**config.mk**
```make
export PLATFORM = sky130hd
export DESIGN_NAME = circle_rasterizer_unit
export DESIGN_NICKNAME = d
export VERILOG_FILES = /design/src/rtl/core/cra_pkg.sv /design/src/rtl/core/cra_scan.sv /design/src/rtl/core/cra_cover.sv /design/src/rtl/core/circle_rasterizer_unit.sv
export SDC_FILE = /design/constraint.sdc
export NUM_CORES = 1
export LEC_CHECK = 0
export BUFFER_PORTS_ARGS = -buffer_cell sky130_fd_sc_hd__buf_2
export CELL_PAD_IN_SITES_DETAIL_PLACEMENT = 0
export CELL_PAD_IN_SITES_GLOBAL_PLACEMENT = 2
export CORE_UTILIZATION = 40
export CTS_CLUSTER_DIAMETER = 100
export DETAILED_ROUTE_END_ITERATION = 10
export PLACE_DENSITY_LB_ADDON = 0.1
export RECOVER_POWER = 50
export SLEW_MARGIN = 20
export SYNTH_ARGS = -nofsm -noshare
export SYNTH_HDL_FRONTEND = slang
export SYNTH_SLANG_ARGS = --single-unit
```
**constraint.sdc**
```tcl
create_clock -name clock -period 12.65 [get_ports clock]
set_input_delay 1.265 -clock clock [delete_from_list [all_inputs] [get_ports clock]]
set_output_delay 1.265 -clock clock [all_outputs]
set_load 0.005 [all_outputs]
```
**src/rtl/core/cra_pkg.sv**
```systemverilog
// Shared types and constants of the circle rasterizer.
package cra_pkg;

   localparam int CoordW = 13;   // center coordinate width, signed
   localparam int RadW   = 10;   // radius width
   localparam int ColorW = 24;   // RGB color width
   localparam int OffW   = 11;   // scan offset width, signed, -1023..1023
   localparam int PixW   = 14;   // screen coordinate width, signed
   localparam int SqW    = 2 * RadW;   // square of a magnitude
   localparam int DistW  = SqW + 1;    // sum of two squares

   localparam int ReqDataW = 64; // 61 field bits rounded up to bytes
   localparam int RspDataW = 56; // 52 field bits rounded up to bytes

   typedef enum logic {
      OP_START = 1'b0,
      OP_STEP  = 1'b1
   } op_type;

   typedef enum logic {
      MODE_FILLED = 1'b0,
      MODE_RING   = 1'b1
   } mode_type;

   // One scanned point, handed from the scan sequencer to the coverage test.
   typedef struct packed {
      logic [OffW-1:0]   off_x;
      logic [OffW-1:0]   off_y;
      logic [RadW-1:0]   radius;
      mode_type          mode;
      logic [PixW-1:0]   pix_x;
      logic [PixW-1:0]   pix_y;
      logic [ColorW-1:0] color;
      logic              last;
   } point_type;

   typedef struct packed {
      logic active;
      logic pt_valid;
   } scan_sts_type;

endpackage

```
**src/rtl/core/cra_scan.sv**
```systemverilog
// Scan sequencer: held circle, offset counters and the point register.
module cra_scan
   import cra_pkg::*;
(
   input  logic              clock,
   input  logic              reset,
   input  logic              advance,     // item accepted this cycle
   input  op_type            op,
   input  logic [CoordW-1:0] center_x,
   input  logic [CoordW-1:0] center_y,
   input  logic [RadW-1:0]   radius,
   input  logic [ColorW-1:0] color,
   input  mode_type          mode,
   input  logic              pt_take,     // downstream takes the point
   output point_type         pt,
   output scan_sts_type      sts
);

   logic              active_ff, active_in;
   logic [OffW-1:0]   off_x_ff, off_x_in;
   logic [OffW-1:0]   off_y_ff, off_y_in;
   logic [CoordW-1:0] cx_ff, cx_in;
   logic [CoordW-1:0] cy_ff, cy_in;
   logic [RadW-1:0]   rad_ff, rad_in;
   logic [ColorW-1:0] color_ff, color_in;
   mode_type          mode_ff, mode_in;
   point_type         pt_ff, pt_in;
   logic              pt_v_ff, pt_v_in;

   logic [OffW-1:0]   r_ext;
   logic              row_end;
   logic              is_last;
   logic              do_start;
   logic              do_step;

   assign r_ext    = {1'b0, rad_ff};
   assign row_end  = (off_x_ff == r_ext);
   assign is_last  = row_end && (off_y_ff == r_ext);
   assign do_start = advance && (op == OP_START);
   assign do_step  = advance && (op == OP_STEP) && active_ff;

   always_comb begin
      active_in = active_ff;
      off_x_in  = off_x_ff;
      off_y_in  = off_y_ff;
      cx_in     = cx_ff;
      cy_in     = cy_ff;
      rad_in    = rad_ff;
      color_in  = color_ff;
      mode_in   = mode_ff;

      if (do_start) begin
         cx_in     = center_x;
         cy_in     = center_y;
         rad_in    = radius;
         color_in  = color;
         mode_in   = mode;
         off_x_in  = OffW'(0) - {1'b0, radius};
         off_y_in  = OffW'(0) - {1'b0, radius};
         active_in = 1'b1;
      end else if (do_step) begin
         if (is_last) begin
            active_in = 1'b0;
         end else if (row_end) begin
            off_x_in = OffW'(0) - r_ext;
            off_y_in = off_y_ff + OffW'(1);
         end else begin
            off_x_in = off_x_ff + OffW'(1);
         end
      end

      pt_in.off_x  = off_x_ff;
      pt_in.off_y  = off_y_ff;
      pt_in.radius = rad_ff;
      pt_in.mode   = mode_ff;
      pt_in.pix_x  = {cx_ff[CoordW-1], cx_ff}
                   + {{(PixW-OffW){off_x_ff[OffW-1]}}, off_x_ff};
      pt_in.pix_y  = {cy_ff[CoordW-1], cy_ff}
                   + {{(PixW-OffW){off_y_ff[OffW-1]}}, off_y_ff};
      pt_in.color  = color_ff;
      pt_in.last   = is_last;

      if (advance) begin
         pt_v_in = do_step;
      end else if (pt_take) begin
         pt_v_in = 1'b0;
      end else begin
         pt_v_in = pt_v_ff;
      end
   end

   always_ff @(posedge clock) begin
      if (reset) begin
         active_ff <= 1'b0;
         pt_v_ff   <= 1'b0;
         off_x_ff  <= '0;
         off_y_ff  <= '0;
         cx_ff     <= '0;
         cy_ff     <= '0;
         rad_ff    <= '0;
         color_ff  <= '0;
         mode_ff   <= MODE_FILLED;
      end else begin
         active_ff <= active_in;
         pt_v_ff   <= pt_v_in;
         off_x_ff  <= off_x_in;
         off_y_ff  <= off_y_in;
         cx_ff     <= cx_in;
         cy_ff     <= cy_in;
         rad_ff    <= rad_in;
         color_ff  <= color_in;
         mode_ff   <= mode_in;
      end
   end

   always_ff @(posedge clock) begin
      if (do_step) begin
         pt_ff <= pt_in;
      end
   end

   assign pt           = pt_ff;
   assign sts.active   = active_ff;
   assign sts.pt_valid = pt_v_ff;

   // The final point of the square ends the scan.
   a_last_ends_scan : assert property (@(posedge clock) disable iff (reset)
      do_step && is_last |=> !active_ff)
      else $error("scan still active after final point");

   // A start arms the scan and leaves no point behind.
   a_start_arms : assert property (@(posedge clock) disable iff (reset)
      do_start |=> active_ff && !pt_v_ff)
      else $error("start did not arm a clean scan");

endmodule

```
**src/rtl/core/cra_cover.sv**
```systemverilog
// Coverage test: distance against radius and screen bounds for one point.
module cra_cover
   import cra_pkg::*;
#(
   parameter int SCREEN_WIDTH  = 1024,
   parameter int SCREEN_HEIGHT = 1024
)
(
   input  point_type pt,
   output logic      write
);

   localparam logic [PixW-1:0] ScrW = PixW'(SCREEN_WIDTH);
   localparam logic [PixW-1:0] ScrH = PixW'(SCREEN_HEIGHT);

   logic [OffW-1:0]  neg_x, neg_y;
   logic [RadW-1:0]  mag_x, mag_y;
   logic [SqW-1:0]   sq_x, sq_y, sq_r;
   logic [DistW-1:0] dist2, ring_lo, ring_hi, disc_hi;
   logic             covered;
   logic             on_screen;

   always_comb begin
      neg_x   = OffW'(0) - pt.off_x;
      neg_y   = OffW'(0) - pt.off_y;
      mag_x   = pt.off_x[OffW-1] ? neg_x[RadW-1:0] : pt.off_x[RadW-1:0];
      mag_y   = pt.off_y[OffW-1] ? neg_y[RadW-1:0] : pt.off_y[RadW-1:0];
      sq_x    = mag_x * mag_x;
      sq_y    = mag_y * mag_y;
      sq_r    = pt.radius * pt.radius;
      dist2   = {1'b0, sq_x} + {1'b0, sq_y};
      disc_hi = {1'b0, sq_r};
      ring_lo = disc_hi - {{(DistW-RadW){1'b0}}, pt.radius};
      ring_hi = disc_hi + {{(DistW-RadW){1'b0}}, pt.radius};

      if (pt.mode == MODE_RING) begin
         covered = (dist2 >= ring_lo) && (dist2 <= ring_hi);
      end else begin
         covered = (dist2 <= disc_hi);
      end

      // Negative coordinates fail on the sign bit; the rest compare unsigned.
      on_screen = !pt.pix_x[PixW-1] && (pt.pix_x < ScrW)
               && !pt.pix_y[PixW-1] && (pt.pix_y < ScrH);

      write = covered && on_screen;
   end

endmodule

```
**src/rtl/core/circle_rasterizer_unit.sv**
```systemverilog
// Throughput: one item per cycle unless rsp stalls; start items and steps with
// no active circle are accepted but give no result and leave the point stage empty.
// The offset counters and point register form stage one, coverage test and
// output register stage two; both stages advance together when rsp is free,
// and stage one also takes an item while it is empty.
// Reset (synchronous, active high) drops any active scan and empties both stages.
module circle_rasterizer_unit
   import cra_pkg::*;
#(
   parameter int SCREEN_WIDTH  = 1024,
   parameter int SCREEN_HEIGHT = 1024
)
(
   input  logic                clock,
   input  logic                reset,

   // Item channel.
   input  logic                req_tvalid,
   output logic                req_tready,
   // [12:0] center_x, [25:13] center_y, [35:26] radius, [59:36] color,
   // [60] mode, [63:61] zero
   input  logic [ReqDataW-1:0] req_tdata,
   // [0] op: 0 start circle, 1 step one point
   input  logic                req_tuser,

   // Result channel.
   output logic                rsp_tvalid,
   input  logic                rsp_tready,
   // [13:0] pixel_x, [27:14] pixel_y, [51:28] pixel_color, [55:52] zero
   output logic [RspDataW-1:0] rsp_tdata,
   // [0] write: point covered and on screen
   output logic                rsp_tuser,
   output logic                rsp_tlast
);

   localparam logic [PixW-1:0] ScrW = PixW'(SCREEN_WIDTH);
   localparam logic [PixW-1:0] ScrH = PixW'(SCREEN_HEIGHT);

   // Unpack the item fields.
   op_type            req_op;
   logic [CoordW-1:0] req_center_x;
   logic [CoordW-1:0] req_center_y;
   logic [RadW-1:0]   req_radius;
   logic [ColorW-1:0] req_color;
   mode_type          req_mode;

   assign req_op       = op_type'(req_tuser);
   assign req_center_x = req_tdata[12:0];
   assign req_center_y = req_tdata[25:13];
   assign req_radius   = req_tdata[35:26];
   assign req_color    = req_tdata[59:36];
   assign req_mode     = mode_type'(req_tdata[60]);

   point_type    pt;
   scan_sts_type sts;
   logic         pt_write;
   logic         out_ready;
   logic         req_fire;

   // Output stage free when empty or its item leaves this cycle.
   assign out_ready  = !rsp_tvalid || rsp_tready;
   // Point stage takes a new item when empty or its point moves on.
   assign req_tready = !sts.pt_valid || out_ready;
   assign req_fire   = req_tvalid && req_tready;

   cra_scan u_scan (
      .clock    (clock),
      .reset    (reset),
      .advance  (req_fire),
      .op       (req_op),
      .center_x (req_center_x),
      .center_y (req_center_y),
      .radius   (req_radius),
      .color    (req_color),
      .mode     (req_mode),
      .pt_take  (out_ready),
      .pt       (pt),
      .sts      (sts)
   );

   cra_cover #(
      .SCREEN_WIDTH  (SCREEN_WIDTH),
      .SCREEN_HEIGHT (SCREEN_HEIGHT)
   ) u_cover (
      .pt    (pt),
      .write (pt_write)
   );

   // Output register: hold while stalled, load the point stage otherwise.
   logic                out_v_ff;
   logic [RspDataW-1:0] out_data_ff;
   logic                out_write_ff;
   logic                out_last_ff;

   always_ff @(posedge clock) begin
      if (reset) begin
         out_v_ff <= 1'b0;
      end else if (out_ready) begin
         out_v_ff <= sts.pt_valid;
      end
   end

   always_ff @(posedge clock) begin
      if (out_ready && sts.pt_valid) begin
         out_data_ff  <= {{(RspDataW - 2*PixW - ColorW){1'b0}},
                          pt.color, pt.pix_y, pt.pix_x};
         out_write_ff <= pt_write;
         out_last_ff  <= pt.last;
      end
   end

   assign rsp_tvalid = out_v_ff;
   assign rsp_tdata  = out_data_ff;
   assign rsp_tuser  = out_write_ff;
   assign rsp_tlast  = out_last_ff;

   // A written pixel always lands inside the screen.
   a_write_on_screen : assert property (@(posedge clock) disable iff (reset)
      rsp_tvalid && rsp_tuser |->
         !rsp_tdata[PixW-1] && (rsp_tdata[PixW-1:0] < ScrW) &&
         !rsp_tdata[2*PixW-1] && (rsp_tdata[2*PixW-1:PixW] < ScrH))
      else $error("write flag set for an off-screen pixel");

   // A point blocked by a full output stage stays put.
   a_point_holds : assert property (@(posedge clock) disable iff (reset)
      sts.pt_valid && !out_ready |=> sts.pt_valid && $stable(pt))
      else $error("stalled point lost or changed");

   // A step with no active circle yields no point.
   a_idle_step_silent : assert property (@(posedge clock) disable iff (reset)
      req_fire && (req_op == OP_STEP) && !sts.active |=> !sts.pt_valid)
      else $error("point produced without an active circle");

endmodule

```
==> impl_metrics.prom, run 1 <==
# TYPE chip_impl_metric gauge
chip_impl_info{name="status",value="finished with violations"} 1
chip_impl_info{name="violations",value="capacitance limit, slew limit"} 1
chip_impl_metric{name="fin_ws",unit="ns"} 1.99
chip_impl_metric{name="cts-buffers-inserted",unit=""} 21
chip_impl_metric{name="drt_iter0_markers",unit=""} 680
chip_impl_metric{name="synth_cells",unit=""} 2157
chip_impl_metric{name="async_flop_share",unit="%"} 0
chip_impl_metric{name="period_minus_slack",unit="ns"} 10.66
chip_impl_metric{name="synth_enable_flop_cells",unit=""} 140
chip_impl_info{name="path_class",value="register to register"} 1
chip_impl_metric{name="net_switching",unit="mW"} 2.00
chip_impl_metric{name="grt_util_all_layers",unit="%"} 19.9
chip_impl_metric{name="max_slew_margin",unit="%"} -165
chip_impl_metric{name="static-leakage-power",unit="nW"} 10.3
chip_impl_info{name="setup.worst_path.start_class",value="register"} 1
chip_impl_info{name="most_frequent_cells_in_the_layout",value="sky130_fd_sc_hd__inv_1, sky130_fd_sc_hd__nand2_1, sky130_fd_sc_hd__ha_1"} 1
chip_impl_info{name="critical_path.endpoint_type",value="register"} 1
chip_impl_metric{name="ys_types",unit=""} 79
chip_impl_info{name="timing.hold.worst.class",value="register to register"} 1
chip_impl_metric{name="clk_pin_slew",unit="ns"} 0.07
chip_impl_metric{name="power-per-cell-area",unit="nW/um^2"} 197
chip_impl_info{name="top_layer_used",value="met5"} 1
chip_impl_info{name="most_common_cell_after_layout_fill_and_taps_aside",value="sky130_fd_sc_hd__inv_1"} 1
chip_impl_metric{name="maxClockFrequency",unit="MHz"} 93.8
chip_impl_metric{name="gpl.final_weighted_congestion",unit=""} 0.841
chip_impl_metric{name="max-clock-path-buffers",unit=""} 3
chip_impl_metric{name="placement.io_buffers",unit=""} 121
chip_impl_metric{name="synthXorXnorAreaFrac",unit="%"} 6.92
chip_impl_info{name="top_ff_cell_synth",value="sky130_fd_sc_hd__edfxtp_1"} 1
chip_impl_metric{name="area_fraction_of_the_dominant_cell_type_after_synthesis",unit="%"} 20.6
chip_impl_metric{name="synthesis.area",unit="um^2"} 20400
chip_impl_metric{name="final_layout_size_suffix_gt1_share",unit="%"} 7.88
chip_impl_metric{name="finClkSkew",unit="ns"} 0.0155
chip_impl_metric{name="count_of_boundary_i_o_pins",unit=""} 129
chip_impl_metric{name="yosys.area_share.simple",unit="%"} 13.4
chip_impl_metric{name="power.internal",unit="mW"} 2.41
chip_impl_metric{name="post_cts.resized_instances",unit=""} 0
chip_impl_metric{name="pre_cts_ws",unit="ns"} 2.01
chip_impl_metric{name="hold_viol_final",unit=""} 0
chip_impl_metric{name="via_count",unit=""} 14900
chip_impl_metric{name="wire_length_of_the_first_global_routing_pass",unit="um"} 82600
chip_impl_metric{name="post_synth_fa_ha_maj_area_fraction",unit="%"} 32.5
chip_impl_metric{name="power.share.sequential",unit="%"} 18.8
chip_impl_metric{name="share_of_cell_area_taken_by_muxes_after_synthesis",unit="%"} 0.263
chip_impl_metric{name="synth_compound_gate_area_share",unit="%"} 10.8
chip_impl_metric{name="routedLengthMet1",unit="um"} 23200
chip_impl_metric{name="final_core_util",unit="%"} 44.5
chip_impl_metric{name="die_height",unit="um"} 228
chip_impl_metric{name="design.die.area",unit="um^2"} 52000
chip_impl_metric{name="postSynthAreaPerCell",unit="um^2"} 9.47
chip_impl_metric{name="die-width",unit="um"} 228
chip_impl_metric{name="power.share.switching",unit="%"} 45.4
chip_impl_info{name="tritoncts",value="built"} 1
chip_impl_metric{name="drt-wirelength-per-cell",unit="um"} 17.2
chip_impl_metric{name="core_region_area",unit="um^2"} 50300
chip_impl_metric{name="crit_arrival",unit="ns"} 11.03
chip_impl_metric{name="rows",unit=""} 82
chip_impl_metric{name="drt-vias-per-instance",unit=""} 5.05
chip_impl_info{name="synth_top_area_cell",value="sky130_fd_sc_hd__edfxtp_1"} 1
chip_impl_metric{name="critPathMaxFanout",unit=""} 9
chip_impl_metric{name="ys.warnings.count",unit=""} 0
chip_impl_metric{name="cts.repair_timing.setup_buffer_count",unit=""} 0
chip_impl_metric{name="ir_drop_worst_case_vdd",unit="V"} 0.000206
chip_impl_metric{name="h-tree-depth",unit=""} 1
chip_impl_metric{name="met3_wl_post_dr",unit="um"} 1790
chip_impl_metric{name="timing.final.crit_share",unit="%"} 84.3
chip_impl_metric{name="fin_setup_tns",unit="ns"} 0
chip_impl_metric{name="nets",unit=""} 2750
chip_impl_metric{name="dp.final_hpwl",unit="um"} 40700
chip_impl_metric{name="final_setup_violation_count",unit=""} 0
chip_impl_info{name="rsz0062_at_grt",value="false"} 1
chip_impl_info{name="cts.root.buffer_cell",value="sky130_fd_sc_hd__clkbuf_16"} 1
chip_impl_metric{name="final_antenna_net_count",unit=""} 0
chip_impl_metric{name="clock_latency",unit="ns"} 0.51
chip_impl_metric{name="worst-slew-pin-transition",unit="ns"} 3.97
chip_impl_metric{name="remaining_drc_errors",unit=""} 0
chip_impl_metric{name="synth-seq-area-share",unit="%"} 29.0
chip_impl_info{name="crit_path_top_delay_cell",value="sky130_fd_sc_hd__fa_1"} 1
chip_impl_metric{name="ys_seq_elements",unit=""} 226
chip_impl_metric{name="first_pass_iteration_count_of_the_detailed_router",unit=""} 6
chip_impl_metric{name="area_growth_syn_to_layout",unit="%"} 9.51
chip_impl_metric{name="grt_antenna_before_repair",unit=""} 3
chip_impl_metric{name="floorplan.initialDensity",unit="%"} 40.6
chip_impl_metric{name="timing.critical_path.required",unit="ns"} 13.02
chip_impl_metric{name="first_global_vias",unit=""} 15300
chip_impl_metric{name="grt_max_degree",unit=""} 81
chip_impl_metric{name="drt_wl_total",unit="um"} 50800
chip_impl_info{name="synth_top_family_by_area",value="adder cells"} 1
chip_impl_metric{name="globalRoute.totalOverflow",unit=""} 0
chip_impl_metric{name="postCtsHoldBufs",unit=""} 0
chip_impl_metric{name="power.combinational.fraction",unit="%"} 67.6
chip_impl_metric{name="dr_wl_met2",unit="um"} 25000
chip_impl_info{name="timing.critical_path.mode_cell",value="sky130_fd_sc_hd__inv_1"} 1
chip_impl_metric{name="timing_max_transition_violations_final",unit=""} 136
chip_impl_metric{name="p_clk_share",unit="%"} 13.6
chip_impl_metric{name="critical-path-max-stage-delay",unit="ns"} 0.55
chip_impl_metric{name="cap_violations",unit=""} 2
chip_impl_info{name="synth.area.top_cells",value="sky130_fd_sc_hd__edfxtp_1, sky130_fd_sc_hd__fa_1, sky130_fd_sc_hd__ha_1"} 1
chip_impl_metric{name="cts_num_sinks",unit=""} 226
==> layout make-up <==
class / count / area, um^2
fill: 5054 / 27900
sequential: 226 / 5930
antenna: 1 / 2.50
multi-input combinational: 1555 / 13100
inverter: 322 / 1210
tap: 672 / 841
clock buffer: 28 / 583
timing repair buffer: 133 / 664
clock inverter: 9 / 52.6
==> cells in the mapped netlist (all sizes together), types with 5 or more instances <==
cell and instances:
inv 315, nand2 264, ha 242, fa 180
a21oi 164, nor2 157, edfxtp 140, xnor2 102
dfxtp 86, o21ai 58, xor2 57, clkbuf 50
nand3 33, nor3 29, a21o 25, nand2b 24
nor2b 15, nor4 15, o21a 15, or3 13
o31ai 12, a211oi 11, and3 11, nand4 11
o21bai 8, or2 8, and2 7, buf 7
clkinv 7, o22ai 7, or4 7, o211ai 6
a31oi 5, nand3b 5
==> final timing paths <==
kind	startpoint	endpoint	slack (ns)	cells past startpoint
max	u_scan.pt[64]$_DFFE_PP_	rsp_tuser$_DFFE_PP_	1.99	39
min	u_scan.pt[0]$_DFFE_PP_	rsp_tlast$_DFFE_PP_	0.42	0
max reg2reg	u_scan.pt[64]$_DFFE_PP_	rsp_tuser$_DFFE_PP_	1.99	39
min reg2reg	u_scan.pt[0]$_DFFE_PP_	rsp_tlast$_DFFE_PP_	0.42	0
==> state kept, by name (all words and copies together) (netlist names) <==
register	flops
rsp_tdata	52
u_scan.cx_ff	13
u_scan.rad_ff	10
u_scan.pt	86
u_scan.off_x_ff	11
u_scan.mode_ff	1
u_scan.pt_v_ff	1
u_scan.off_y_ff	11
u_scan.color_ff	24
rsp_tvalid	1
u_scan.active_ff	1
rsp_tuser	1
u_scan.cy_ff	13
rsp_tlast	1
==> routing by layer <==
metal,up-vias,GRT usage (%)
met5,-,0
met4,4,3.78
met3,43,1.47
met2,225,34.8
met1,7232,27.2
li1,7386,-
==> metrics by stage <==
step	power, mW	hold slack [ns]	cells	instance area [um^2]
after floorplan	3.12	0.400	2160	20400
after global placement	3.78	0.401	2908	21800
after detailed placement	3.84	0.405	2908	21800
after CTS	4.48	0.419	2945	22400
after global routing	4.96	0.420	2946	22400
final	4.41	0.419	2946	22400
==> power by group through the flow <==
stage | sequential, mW | combinational (mW) | clock, mW
5_1_grt | 0.830 | 3.48 | 0.650
3_5_place_dp | 0.844 | 2.99 | 0
6_report | 0.828 | 2.98 | 0.599
4_1_cts | 0.828 | 3.03 | 0.619
2_1_floorplan | 0.831 | 2.29 | 0
3_3_place_gp | 0.843 | 2.94 | 0
==> worst max-delay path, delay by kind of cell (launching register included) <==
family                     cells  cell delay (ns)
AOI/OAI and AO/OA             11             2.65
xor gates and xnor gates       2             0.93
adders and majority gates     10             4.44
buffers and inverters         10             1.21
DFF                            1             0.32
and+or+nand+nor                6             0.92
==> cells by family after synthesis <==
kind of cell / Yosys count
other: 1
XOR/XNOR: 159
AND/OR/NAND/NOR: 608
adder cells (fa/ha/maj): 423
flip-flops: 226
AO/OA/AOI/OAI: 356
multiplexers: 5
buffers and inverters: 379
Power figures use the tool's default switching activity.
==> inputs of run 2 (changes only) <==
--- a/config.mk
+++ b/config.mk
@@ -8,7 +8,7 @@
 export BUFFER_PORTS_ARGS = -buffer_cell sky130_fd_sc_hd__buf_2
 export CELL_PAD_IN_SITES_DETAIL_PLACEMENT = 0
 export CELL_PAD_IN_SITES_GLOBAL_PLACEMENT = 2
-export CORE_UTILIZATION = 40
+export CORE_UTILIZATION = 36
 export CTS_CLUSTER_DIAMETER = 100
 export DETAILED_ROUTE_END_ITERATION = 10
 export PLACE_DENSITY_LB_ADDON = 0.1
==> constraint.sdc (replaced) <==
create_clock -name clock -period 8.81 [get_ports clock]
set_input_delay 0.881 -clock clock [delete_from_list [all_inputs] [get_ports clock]]
set_output_delay 0.881 -clock clock [all_outputs]
set_load 0.005 [all_outputs]
==> impl_metrics.prom, run 2 (same netlist as run 1, synthesis figures left out) <==
# TYPE chip_impl_metric gauge
chip_impl_info{name="path_class",value="register to register"} 1
chip_impl_metric{name="h-tree-depth",unit=""} 1
chip_impl_metric{name="nets",unit=""} 2937
chip_impl_metric{name="gr-usage-met2",unit="%"} 34.0
chip_impl_metric{name="min_delay_path_depth",unit=""} 0
chip_impl_metric{name="max_slew_margin",unit="%"} -164
chip_impl_metric{name="timing_max_transition_violations_final",unit=""} 125
chip_impl_metric{name="maxClockFrequency",unit="MHz"} 114
chip_impl_metric{name="non_filler_instance_count_after_layout",unit=""} 3208
chip_impl_metric{name="final_layout_size_suffix_gt1_share",unit="%"} 16.7
chip_impl_metric{name="power-per-cell-area",unit="nW/um^2"} 330
chip_impl_metric{name="placed_area",unit="um^2"} 23200
chip_impl_metric{name="placement.io_buffers",unit=""} 121
chip_impl_metric{name="design_area",unit="um^2"} 24200
chip_impl_metric{name="final_antenna_net_count",unit=""} 0
chip_impl_metric{name="clk_pin_slew",unit="ns"} 0.07
chip_impl_info{name="grt_most_used_layer",value="met2"} 1
chip_impl_metric{name="cap_violations",unit=""} 2
chip_impl_metric{name="floorplan.initialDensity",unit="%"} 36.7
chip_impl_metric{name="largest_register_ffs",unit=""} 86
chip_impl_metric{name="antenna_cells",unit=""} 0
chip_impl_metric{name="drt_iter0_markers",unit=""} 642
chip_impl_metric{name="static-leakage-power",unit="nW"} 11.3
chip_impl_metric{name="period_minus_slack",unit="ns"} 8.80
chip_impl_metric{name="critPathMaxFanout",unit=""} 4
chip_impl_metric{name="globalRoute.totalOverflow",unit=""} 0
chip_impl_info{name="critical_path.endpoint_type",value="register"} 1
chip_impl_metric{name="grt_max_degree",unit=""} 85
chip_impl_info{name="most_common_cell_after_layout_fill_and_taps_aside",value="sky130_fd_sc_hd__inv_1"} 1
chip_impl_metric{name="drt-vias-per-instance",unit=""} 4.83
chip_impl_info{name="timing.hold.worst.class",value="register to register"} 1
chip_impl_metric{name="via_count",unit=""} 15500
chip_impl_metric{name="crit_arrival",unit="ns"} 9.17
chip_impl_info{name="hp-start",value="u_scan.pt[7]$_DFFE_PP_"} 1
chip_impl_info{name="violations",value="capacitance limit, slew limit"} 1
chip_impl_metric{name="hold_viol_final",unit=""} 0
chip_impl_metric{name="ir_drop_worst_case_vdd",unit="V"} 0.000441
chip_impl_info{name="timing.critical_path.mode_cell",value="sky130_fd_sc_hd__fa_1"} 1
chip_impl_metric{name="finClkSkew",unit="ns"} 0.0107
chip_impl_info{name="crit_path_top_delay_cell",value="sky130_fd_sc_hd__fa_1"} 1
chip_impl_metric{name="cts_num_sinks",unit=""} 226
chip_impl_metric{name="wire_length_of_the_first_global_routing_pass",unit="um"} 86700
chip_impl_metric{name="cts-buffers-inserted",unit=""} 21
chip_impl_metric{name="timing.critical_path.required",unit="ns"} 9.19
chip_impl_info{name="crit-reg2reg-launch",value="u_scan.pt[65]$_DFFE_PP_"} 1
chip_impl_metric{name="max-clock-path-buffers",unit=""} 3
chip_impl_info{name="most_frequent_cells_in_the_layout",value="sky130_fd_sc_hd__inv_1, sky130_fd_sc_hd__nand2_1, sky130_fd_sc_hd__ha_1"} 1
chip_impl_info{name="tritoncts",value="built"} 1
chip_impl_info{name="status",value="finished with violations"} 1
chip_impl_metric{name="grt_util_all_layers",unit="%"} 19.3
chip_impl_metric{name="area_growth_syn_to_layout",unit="%"} 18.6
chip_impl_metric{name="count_of_boundary_i_o_pins",unit=""} 129
chip_impl_metric{name="core_region_area",unit="um^2"} 55600
chip_impl_metric{name="remaining_drc_errors",unit=""} 0
chip_impl_metric{name="grt_antenna_before_repair",unit=""} 2
chip_impl_metric{name="totalPowerFinal",unit="mW"} 8.00
chip_impl_metric{name="final_setup_violation_count",unit=""} 0
chip_impl_metric{name="drt-wirelength-per-cell",unit="um"} 16.9
chip_impl_metric{name="critical-path-max-stage-delay",unit="ns"} 0.56
chip_impl_metric{name="timing.final.crit_share",unit="%"} 99.9
chip_impl_metric{name="clock_latency",unit="ns"} 0.51
chip_impl_metric{name="use_met3",unit="%"} 1.55
chip_impl_metric{name="worst-slew-pin-transition",unit="ns"} 3.96
chip_impl_metric{name="postCtsHoldBufs",unit=""} 0
chip_impl_metric{name="grt_use_met1",unit="%"} 25.9
chip_impl_metric{name="die-width",unit="um"} 240
chip_impl_metric{name="drt_wl_total",unit="um"} 54100
chip_impl_metric{name="dp.final_hpwl",unit="um"} 43900
chip_impl_info{name="setup.worst_path.start_class",value="register"} 1
chip_impl_metric{name="design.die.area",unit="um^2"} 57700
chip_impl_metric{name="pre_cts_ws",unit="ns"} -0.497
chip_impl_metric{name="fin_ws",unit="ns"} 0.0127
chip_impl_metric{name="rows",unit=""} 86
chip_impl_metric{name="gpl.final_weighted_congestion",unit=""} 0.848
chip_impl_info{name="startpoint",value="u_scan.pt[65]$_DFFE_PP_"} 1
chip_impl_metric{name="first_global_vias",unit=""} 16100
chip_impl_metric{name="first_pass_iteration_count_of_the_detailed_router",unit=""} 7
chip_impl_info{name="cts.root.buffer_cell",value="sky130_fd_sc_hd__clkbuf_16"} 1
chip_impl_metric{name="post-place-cells",unit=""} 3154
chip_impl_metric{name="r2r_cells",unit=""} 38
chip_impl_info{name="rsz0062_at_grt",value="true"} 1
chip_impl_metric{name="die_height",unit="um"} 240
-- run 2: per-stage QoR --
stage	setup TNS [ns]	util (%)	hold slack (ns)
floorplan	0	-	0.400
global placement	-0.369	41.7	0.401
detailed placement	-0.497	41.7	0.405
CTS	-0.0204	43.6	0.418
global route	-0.478	43.6	0.421
finish	0	43.6	0.417
-- run 2: final cells by class --
type / instances / area, um^2
Tap cell: 748 / 936
Fill cell: 5543 / 31400
Multi-Input combinational cell: 1555 / 13400
Inverter: 322 / 1210
Clock inverter: 8 / 72.6
Clock buffer: 29 / 607
Sequential cell: 226 / 5930
Timing Repair Buffer: 320 / 2060
-- run 2: final timing paths --
path / endpoint / slack [ns]
worst max-delay path: rsp_tuser$_DFFE_PP_ / 0.01
worst min register to register: rsp_tdata[34]$_DFFE_PP_ / 0.42
worst max register to register: rsp_tuser$_DFFE_PP_ / 0.01
worst min-delay path: rsp_tdata[34]$_DFFE_PP_ / 0.42
-- run 2: routing by layer --
layer	routed length, um	share of wire [%]	up-vias
met5	13	0.024	-
met4	676	1.3	2
met3	1370	2.5	43
met2	26900	50	177
met1	25100	46	7537
li1	-	-	7741
-- run 2: report_power, final --
| part | internal, mW | leakage, nW | switching [mW] |
|---|---|---|---|
| registers | 1.15 | 2.04 | 0.0352 |
| logic | 2.98 | 8.90 | 2.93 |
| clock network | 0.512 | 0.321 | 0.393 |
| total | 4.65 | 11.3 | 3.36 |
-- run 2: worst max-delay path: cells and delay by family, from the launching register on --
kind	cells	cell delay, ns
DFF	1	0.42
xor gates and xnor gates	2	0.26
muxes	1	0.15
adders and majority gates	9	4.09
and+or+nand+nor	8	1.00
AOI/OAI and AO/OA	12	2.09
buffers and inverters	6	0.64
-- run 2: what timing repair did --
item                                    CTS  global route
pin swaps                                59             7
gates cloned                              0             0
endpoints found under the setup margin    1             1
resized for setup                        55             4
buffers inserted                         16             1
